$ cat config.mk
export PLATFORM = sky130hd
export DESIGN_NAME = bvrs_ctl
export DESIGN_NICKNAME = d
export VERILOG_FILES = /design/src/hw/rtl/bvrs_pkg.sv /design/src/hw/rtl/bvrs_ctl.sv
export SDC_FILE = /design/constraint.sdc
export NUM_CORES = 1
export LEC_CHECK = 0
export BUFFER_PORTS_ARGS = -buffer_cell sky130_fd_sc_hd__buf_2
export CORE_AREA = 5 5 42 44
export DETAILED_ROUTE_END_ITERATION = 6
export DIE_AREA = 0 0 47 49
export PLACE_DENSITY = 0.66
export SLEW_MARGIN = 20
export SYNTH_ARGS = -nofsm -noshare
export SYNTH_HDL_FRONTEND = slang
export SYNTH_SLANG_ARGS = --single-unit
$ cat constraint.sdc
create_clock -name clk -period 2.2 [get_ports clk]
set_input_delay 0.11 -clock clk [delete_from_list [all_inputs] [get_ports clk]]
set_output_delay 0.11 -clock clk [all_outputs]
set_load 0.01 [all_outputs]
$ cat src/hw/rtl/bvrs_pkg.sv
`default_nettype none
package bvrs_pkg;

	localparam int MAX_BYTES_DEF       = 4096;
	localparam int SAMPLE_INTERVAL_DEF = 8;

	localparam logic [15:0] COUNT_MAX = 16'hFFFF;

	typedef enum logic [1:0] {
		OP_APPEND  = 2'd0,
		OP_RANK    = 2'd1,
		OP_SELECT  = 2'd2,
		OP_RESTART = 2'd3
	} opcode_t;

	typedef enum logic [4:0] {
		DP_NOP,
		DP_ACCEPT,
		DP_ERR,
		DP_DIV_INIT,
		DP_DIV_STEP,
		DP_RANK_DIR,
		DP_TOTAL_LOAD,
		DP_STORE_RD,
		DP_RANK_ACC,
		DP_PART_RD,
		DP_RANK_FIN,
		DP_SRCH_INIT,
		DP_PROBE_RD,
		DP_PROBE_CMP,
		DP_LO_RD,
		DP_SEL_ACC,
		DP_EMIT
	} dp_op_t;

	typedef enum logic [3:0] {
		S_IDLE,
		S_RANK_CHK,
		S_DIV,
		S_RANK_DIR,
		S_RANK_INIT,
		S_RANK_RD,
		S_RANK_ACC,
		S_PART_RD,
		S_PART,
		S_SEL_CHK,
		S_SRCH,
		S_PROBE,
		S_SEL_INIT,
		S_SEL_RD,
		S_SEL_ACC,
		S_DONE
	} ctl_state_t;

	typedef struct packed {
		opcode_t in_op;
		logic    rank_oob;
		logic    sel_bad;
		logic    scan_more;
		logic    search_more;
		logic    scan_end;
		logic    sel_hit;
	} dp_status_t;

	function automatic logic [3:0] pop8(input logic [7:0] v);
		logic [3:0] c;
		c = 4'd0;
		for (int i = 0; i < 8; i++) begin
			c = c + {3'd0, v[i]};
		end
		return c;
	endfunction

endpackage
`default_nettype wire

$ cat src/hw/rtl/bvrs_ctl.sv
`default_nettype none
module bvrs_ctl (
	input  wire logic                 clk,
	input  wire logic                 arst_n,
	input  wire logic                 in_valid,
	output logic                      in_ready,
	output logic                      out_valid,
	input  wire logic                 out_ready,
	input  wire bvrs_pkg::dp_status_t status,
	output bvrs_pkg::dp_op_t          op
);

	bvrs_pkg::ctl_state_t state_q, state_d;
	logic                 out_valid_q;
	logic                 out_free;

	assign in_ready  = (state_q == bvrs_pkg::S_IDLE);
	assign out_valid = out_valid_q;
	assign out_free  = !out_valid_q || out_ready;

	always_comb begin
		state_d = state_q;
		case (state_q)
			bvrs_pkg::S_IDLE: begin
				if (in_valid) begin
					case (status.in_op)
						bvrs_pkg::OP_RANK:   state_d = bvrs_pkg::S_RANK_CHK;
						bvrs_pkg::OP_SELECT: state_d = bvrs_pkg::S_SEL_CHK;
						default:             state_d = bvrs_pkg::S_IDLE;
					endcase
				end
			end
			bvrs_pkg::S_RANK_CHK: state_d = status.rank_oob ? bvrs_pkg::S_DONE : bvrs_pkg::S_DIV;
			bvrs_pkg::S_DIV:      state_d = bvrs_pkg::S_RANK_DIR;
			bvrs_pkg::S_RANK_DIR: state_d = bvrs_pkg::S_RANK_INIT;
			bvrs_pkg::S_RANK_INIT,
			bvrs_pkg::S_RANK_ACC: begin
				state_d = status.scan_more ? bvrs_pkg::S_RANK_RD : bvrs_pkg::S_PART_RD;
			end
			bvrs_pkg::S_RANK_RD: state_d = bvrs_pkg::S_RANK_ACC;
			bvrs_pkg::S_PART_RD: state_d = bvrs_pkg::S_PART;
			bvrs_pkg::S_PART:    state_d = bvrs_pkg::S_DONE;
			bvrs_pkg::S_SEL_CHK: state_d = status.sel_bad ? bvrs_pkg::S_DONE : bvrs_pkg::S_SRCH;
			bvrs_pkg::S_SRCH: begin
				state_d = status.search_more ? bvrs_pkg::S_PROBE : bvrs_pkg::S_SEL_INIT;
			end
			bvrs_pkg::S_PROBE:    state_d = bvrs_pkg::S_SRCH;
			bvrs_pkg::S_SEL_INIT: state_d = bvrs_pkg::S_SEL_RD;
			bvrs_pkg::S_SEL_RD: begin
				state_d = status.scan_end ? bvrs_pkg::S_DONE : bvrs_pkg::S_SEL_ACC;
			end
			bvrs_pkg::S_SEL_ACC: state_d = status.sel_hit ? bvrs_pkg::S_DONE : bvrs_pkg::S_SEL_RD;
			bvrs_pkg::S_DONE: begin
				if (out_free) begin
					state_d = bvrs_pkg::S_IDLE;
				end
			end
			default: state_d = bvrs_pkg::S_IDLE;
		endcase
	end

	always_comb begin
		op = bvrs_pkg::DP_NOP;
		case (state_q)
			bvrs_pkg::S_IDLE:      op = in_valid ? bvrs_pkg::DP_ACCEPT : bvrs_pkg::DP_NOP;
			bvrs_pkg::S_RANK_CHK:  op = status.rank_oob ? bvrs_pkg::DP_ERR : bvrs_pkg::DP_DIV_INIT;
			bvrs_pkg::S_DIV:       op = bvrs_pkg::DP_DIV_STEP;
			bvrs_pkg::S_RANK_DIR:  op = bvrs_pkg::DP_RANK_DIR;
			bvrs_pkg::S_RANK_INIT: op = bvrs_pkg::DP_TOTAL_LOAD;
			bvrs_pkg::S_RANK_RD:   op = bvrs_pkg::DP_STORE_RD;
			bvrs_pkg::S_RANK_ACC:  op = bvrs_pkg::DP_RANK_ACC;
			bvrs_pkg::S_PART_RD:   op = bvrs_pkg::DP_PART_RD;
			bvrs_pkg::S_PART:      op = bvrs_pkg::DP_RANK_FIN;
			bvrs_pkg::S_SEL_CHK:   op = status.sel_bad ? bvrs_pkg::DP_ERR : bvrs_pkg::DP_SRCH_INIT;
			bvrs_pkg::S_SRCH: begin
				op = status.search_more ? bvrs_pkg::DP_PROBE_RD : bvrs_pkg::DP_LO_RD;
			end
			bvrs_pkg::S_PROBE:     op = bvrs_pkg::DP_PROBE_CMP;
			bvrs_pkg::S_SEL_INIT:  op = bvrs_pkg::DP_TOTAL_LOAD;
			bvrs_pkg::S_SEL_RD:    op = status.scan_end ? bvrs_pkg::DP_ERR : bvrs_pkg::DP_STORE_RD;
			bvrs_pkg::S_SEL_ACC:   op = bvrs_pkg::DP_SEL_ACC;
			bvrs_pkg::S_DONE:      op = out_free ? bvrs_pkg::DP_EMIT : bvrs_pkg::DP_NOP;
			default:               op = bvrs_pkg::DP_NOP;
		endcase
	end

	always_ff @(posedge clk or negedge arst_n) begin
		if (!arst_n) begin
			state_q     <= bvrs_pkg::S_IDLE;
			out_valid_q <= 1'b0;
		end else begin
			state_q <= state_d;
			if (op == bvrs_pkg::DP_EMIT) begin
				out_valid_q <= 1'b1;
			end else if (out_ready) begin
				out_valid_q <= 1'b0;
			end
		end
	end

endmodule
`default_nettype wire

=== Yosys cells after proc, flatten, opt, wreduce, memory -nomap -nowiden ===
Index checks and enable logic that the tools add are counted.

* $add $sub $neg: 0
* $mul: 0
* Divide/modulo/power cells: 0
* $lt $le $gt $ge: 0
* Equal/unequal tests: 20
* Shift operators: 0
* Mux-type cells: 19
* Bitwise logic cells: 0
* Reductions and logical operators: 7

{| class="wikitable"
|+ Operators by type and width
! kind !! number
|-
| $pmux 5 s15 || 1
|-
| $pmux 4 s15 || 1
|-
| $eq 4x4->1 const B || 8
|-
| $eq 4x3->1 const B || 4
|-
| $mux 4 || 4
|-
| $mux 3 || 3
|-
| $eq 4x2->1 const B || 2
|-
| $pmux 4 s2 || 1
|-
| $mux 2 || 3
|-
| $eq 5x5->1 const B || 1
|-
| $mux 1 || 5
|-
| $mux 5 || 1
|-
| $eq 4x1->1 const B || 1
|-
| $logic_not 4->1 || 1
|-
| $ne 2x2->1 const B || 2
|-
| $reduce_or 2->1 || 2
|-
| $eq 2x1->1 const B || 1
|-
| $eq 2x2->1 const B || 1
|-
| $reduce_and 2->1 || 1
|-
| $reduce_bool 2->1 || 1
|-
| $logic_not 1->1 || 1
|-
| $logic_or 1x1->1 || 1
|}

* Bits in registers: 5
* Bits in latches: 0
* RAM bits: 0
* ROM bits: 0
* Bits of input ports: 12
* Word-level logic and storage cells: 48
* Memories kept: 0

=== Logic depth before layout (Yosys ltp) ===
* Depth after elaboration: 6
* Mapped depth: 6
* Gate-level depth less buffers: 5

=== Worst setup path before layout ===
No wires, ideal clock.

* Path type: flip-flop to output port
* Start: reg state_q[3]
* End: out op[0]
* Data arrival time: 1.235 ns
* Setup slack: 0.855 ns
* Stages on the path, launching flop included: 4
* Cells stage by stage: dfrtp_1 or2_4 or3_4 o32a_2

* Word-level cells in the longest chain between the ends: 3

{| class="wikitable"
|+ RTL lines
! what !! line !! text
|-
| start, declared || bvrs_ctl.sv:13 || <nowiki>bvrs_pkg::ctl_state_t state_q, state_d;</nowiki>
|-
| start signal, assigned || bvrs_ctl.sv:89 || <nowiki>state_q <= bvrs_pkg::S_IDLE;</nowiki>
|-
| start signal, assigned || bvrs_ctl.sv:92 || <nowiki>state_q <= state_d;</nowiki>
|-
| $eq 4x4->1 / $eq 4x3->1 (equally long branches) || bvrs_ctl.sv:64 || <nowiki>case (state_q)</nowiki>
|-
| $reduce_or 2->1 (no line) || n/a ||
|-
| $pmux 5 s15 * || bvrs_ctl.sv:64 ||
|-
| end, declared || bvrs_ctl.sv:10 || <nowiki>output bvrs_pkg::dp_op_t op</nowiki>
|}

Mark *: on every way between the ends. The rest lies on a longest branch, timed or not.

=== Final worst setup path ===
Ends and elaborated chain as after synthesis.

==> flow_summary.toml <==
[detailed_routing]
vias = 593
first_iter_violations = 6
dr.pass1.iters = 4
avgRoutedWirePerCell_um = 12.8
drc = 0
wl_um = 1350
drtAntennaViolNets = 0
vias_per_cell = 5.59

[setup_path]
worst_ep_required_time_ns = 2.09
crit_slowest_cell = "dfrtp_1"
critPathTopFamily = "simple AND/OR/NAND/NOR gates"
crit_fanout = 16
regToRegSetupSlack_ns = 0.66
cp-end-kind = "primary output"
crit_path_max_incr_delay_ns = 0.52
startpoint_type = "register"
crit_type = "reg -> out"
reg2reg_to = "state_q[3]$_DFFE_PN0P_"
crit_path_cell_trace = "or2_4 -> or3_4 -> o32a_2 -> buf_2"
crit_arrival_ns = 1.79
cp.buffers_inverters = 1
reg2reg_depth = 4
r2r_start = "state_q[3]$_DFFE_PN0P_"

[power_and_ir_drop]
p_per_area_nw_per_um2 = 1480
vdd.ir_drop.worst_uv = 605
p_comb_share_pct = 57.8
p_switching_w = 0.000473
p_total_w = 0.000946
swShare_pct = 50.0
internal_power_w = 0.000473
leakage_nw = 0.323
pwr-share-seq_pct = 30.6
clkPwrFrac_pct = 11.7

[cts]
h-tree-depth = 1
cts_tree = "yes"
cts_sinks = 5
ctsLongestPathBuffers = 2
cts.repair.resized = 0
hold_buffers = 1
clock_latency_ns = 0.25
post_cts_buffers = 0
cts_buffers = 3
clk_pin_slew_ns = 0.04
cts_root_buffer = "clkbuf_4"

[floorplan]
fp-row-count = 14
die_height_um = 49
die_w_um = 47
ios = 19
core_sq_um = 1400
die_area_sq_um = 2300
initial_core_util_pct = 37.9

[grt]
grt_pass1_wl_um = 2350
antenna_found_initial = 0
grt_max_degree = 19
grt_pass1_vias = 589
track_usage_pct = 13.5
grt_overflow_total = 0

[sta]
clock.fmax_mhz = 526
period_share_pct = 86.4
rsz0062_at_grt = "false"
slew_headroom_pct = 66.0
worst-slew-pin-transition_ns = 0.511
finalSetupTns_ns = 0
min_period_ns = 1.90
setup_viol = 0
slew_violations = 0
clock_skew_ns = 0.00291
final_hold_viol_count = 0

[cells_and_area]
seq_area_sq_um = 125
fill_cells = 143
multi_input_area_sq_um = 354
finalInstanceArea_sq_um = 641
layout.nets = 104
post_route_cells_drive_above_1_share_pct = 31.1
areaGrowthSynthToFinish_pct = 20.5
diodes = 0
utilization_pct = 45.7

[worst_hold_path]
min_path_cells = 3
hold_path_class = "in -> reg"
hold-path-endpoint = "state_q[0]$_DFFE_PN0P_"
holdCritStartpoint = "in_valid"

[placement]
dpl.hpwl_um = 990
dpl_cell_area_sq_um = 604
place.gp.congestion = 0.833
io_buffers = 18

[flow_run]
maxCapViolations = 0

[logic_synthesis]
synth_edf_count = 0
synth_most_common_cell = "nand2_1"
synth.yosys.seq_area_share_pct = 23.5
synthCells = 72
syn_area_per_cell_sq_um = 7.39
syn-cell-area_sq_um = 532
synthFlopType = "dfrtp_1"
synth-async-reset-ratio_pct = 100
yosysUniqueCellTypes = 33
synth_area_leaders = "dfrtp_1 (24%), a21oi_1 (6.6%), nand2_1 (6.4%)"
synth_seq_cells = 5
synth_area_leader_cell = "dfrtp_1"
synthTopCellsByCount = "nand2_1 (9), a21oi_1 (7), dfrtp_1 (5), nor2_1 (5), o21ai_0 (5)"
yosys_warnings = 0
syn-num-nets = 85
synth_top_area_share_pct = 23.5

[run_status]
outcome = "finished, final reports clean"
==> placed cells by master, fill, tap and decap left out, types with 2 or more instances in the layout <==
cell | netlist | routed
nand2_1 | 9 | 9
and4_1 | 2 | 2
nand2b_1 | 3 | 3
or2b_1 | 2 | 2
nand3_1 | 3 | 3
o21ai_0 | 5 | 5
inv_1 | 3 | 3
a211oi_1 | 2 | 2
nor2_1 | 5 | 5
clkbuf_4 | 0 | 3
a31oi_1 | 2 | 2
o21ai_1 | 2 | 2
buf_2 | 0 | 18
dfrtp_1 | 5 | 5
a21oi_1 | 7 | 7
==> how the worst max path moves through the flow <==
stage | depth (start not counted) | endpoint | startpoint
6_report | 4 | op[0] | state_q[3]$_DFFE_PN0P_
5_1_grt | 4 | op[0] | state_q[3]$_DFFE_PN0P_
4_1_cts | 4 | op[0] | state_q[3]$_DFFE_PN0P_
3_5_place_dp | 4 | op[0] | state_q[3]$_DFFE_PN0P_
3_3_place_gp | 4 | op[0] | state_q[3]$_DFFE_PN0P_
2_1_floorplan | 3 | op[0] | state_q[3]$_DFFE_PN0P_
==> metrics by stage <==
stage / instances / hold slack (ns) / worst slack [ns]
2_1_floorplan: 72 / -0.186 / 0.855
3_3_place_gp: 101 / -0.0731 / 0.576
3_5_place_dp: 101 / -0.0694 / 0.575
4_1_cts: 106 / 0.174 / 0.312
5_1_grt: 106 / 0.212 / 0.218
6_report: 106 / 0.164 / 0.300
==> layer usage <==
layer / up-vias / global-route usage, % / part of all wire, %
li1: 298 / - / -
met3: 7 / 2.21 / 3.5
met4: 0 / 8.29 / 4.3
met1: 269 / 17.6 / 45
met5: - / 0 / 0
met2: 19 / 19.9 / 47
==> cell families after synthesis <==
logic type	count (synthesis)	synth area share, %
flip-flops	5	23.5
AO/OA/AOI/OAI	25	30.6
adder cells (fa/ha/maj)	1	2.35
AND/OR/NAND/NOR	32	33.6
buffers and inverters	9	9.88
==> power groups by stage <==
stage                     sequential (W)  clock [W]  combinational [W]
after floorplan                 0.000178          0           0.000534
after global placement          0.000284          0           0.000544
after detailed placement        0.000283          0           0.000545
after CTS                       0.000284   0.000107           0.000550
after global routing            0.000305   0.000118           0.000608
final                           0.000289   0.000110           0.000547
==> registers in the layout, indices dropped and copies added, names as in the netlist <==
| register | cells |
|---|---|
| state_q | 4 |
| out_valid | 1 |
==> layout make-up <==
| cell class | instances | share of cell area [%] |
|---|---|---|
| clock buffer | 4 | 4.10 |
| multi-input combinational | 58 | 55.3 |
| tap | 16 | 3.13 |
| inverter | 4 | 2.34 |
| sequential | 5 | 19.5 |
| timing repair buffer | 19 | 15.6 |
==> worst min-delay path: stages <==
cell	delay, ns
buf_2	0.10
a21oi_1	0.06
o21ai_1	0.11
Power figures use the tool's default switching activity.
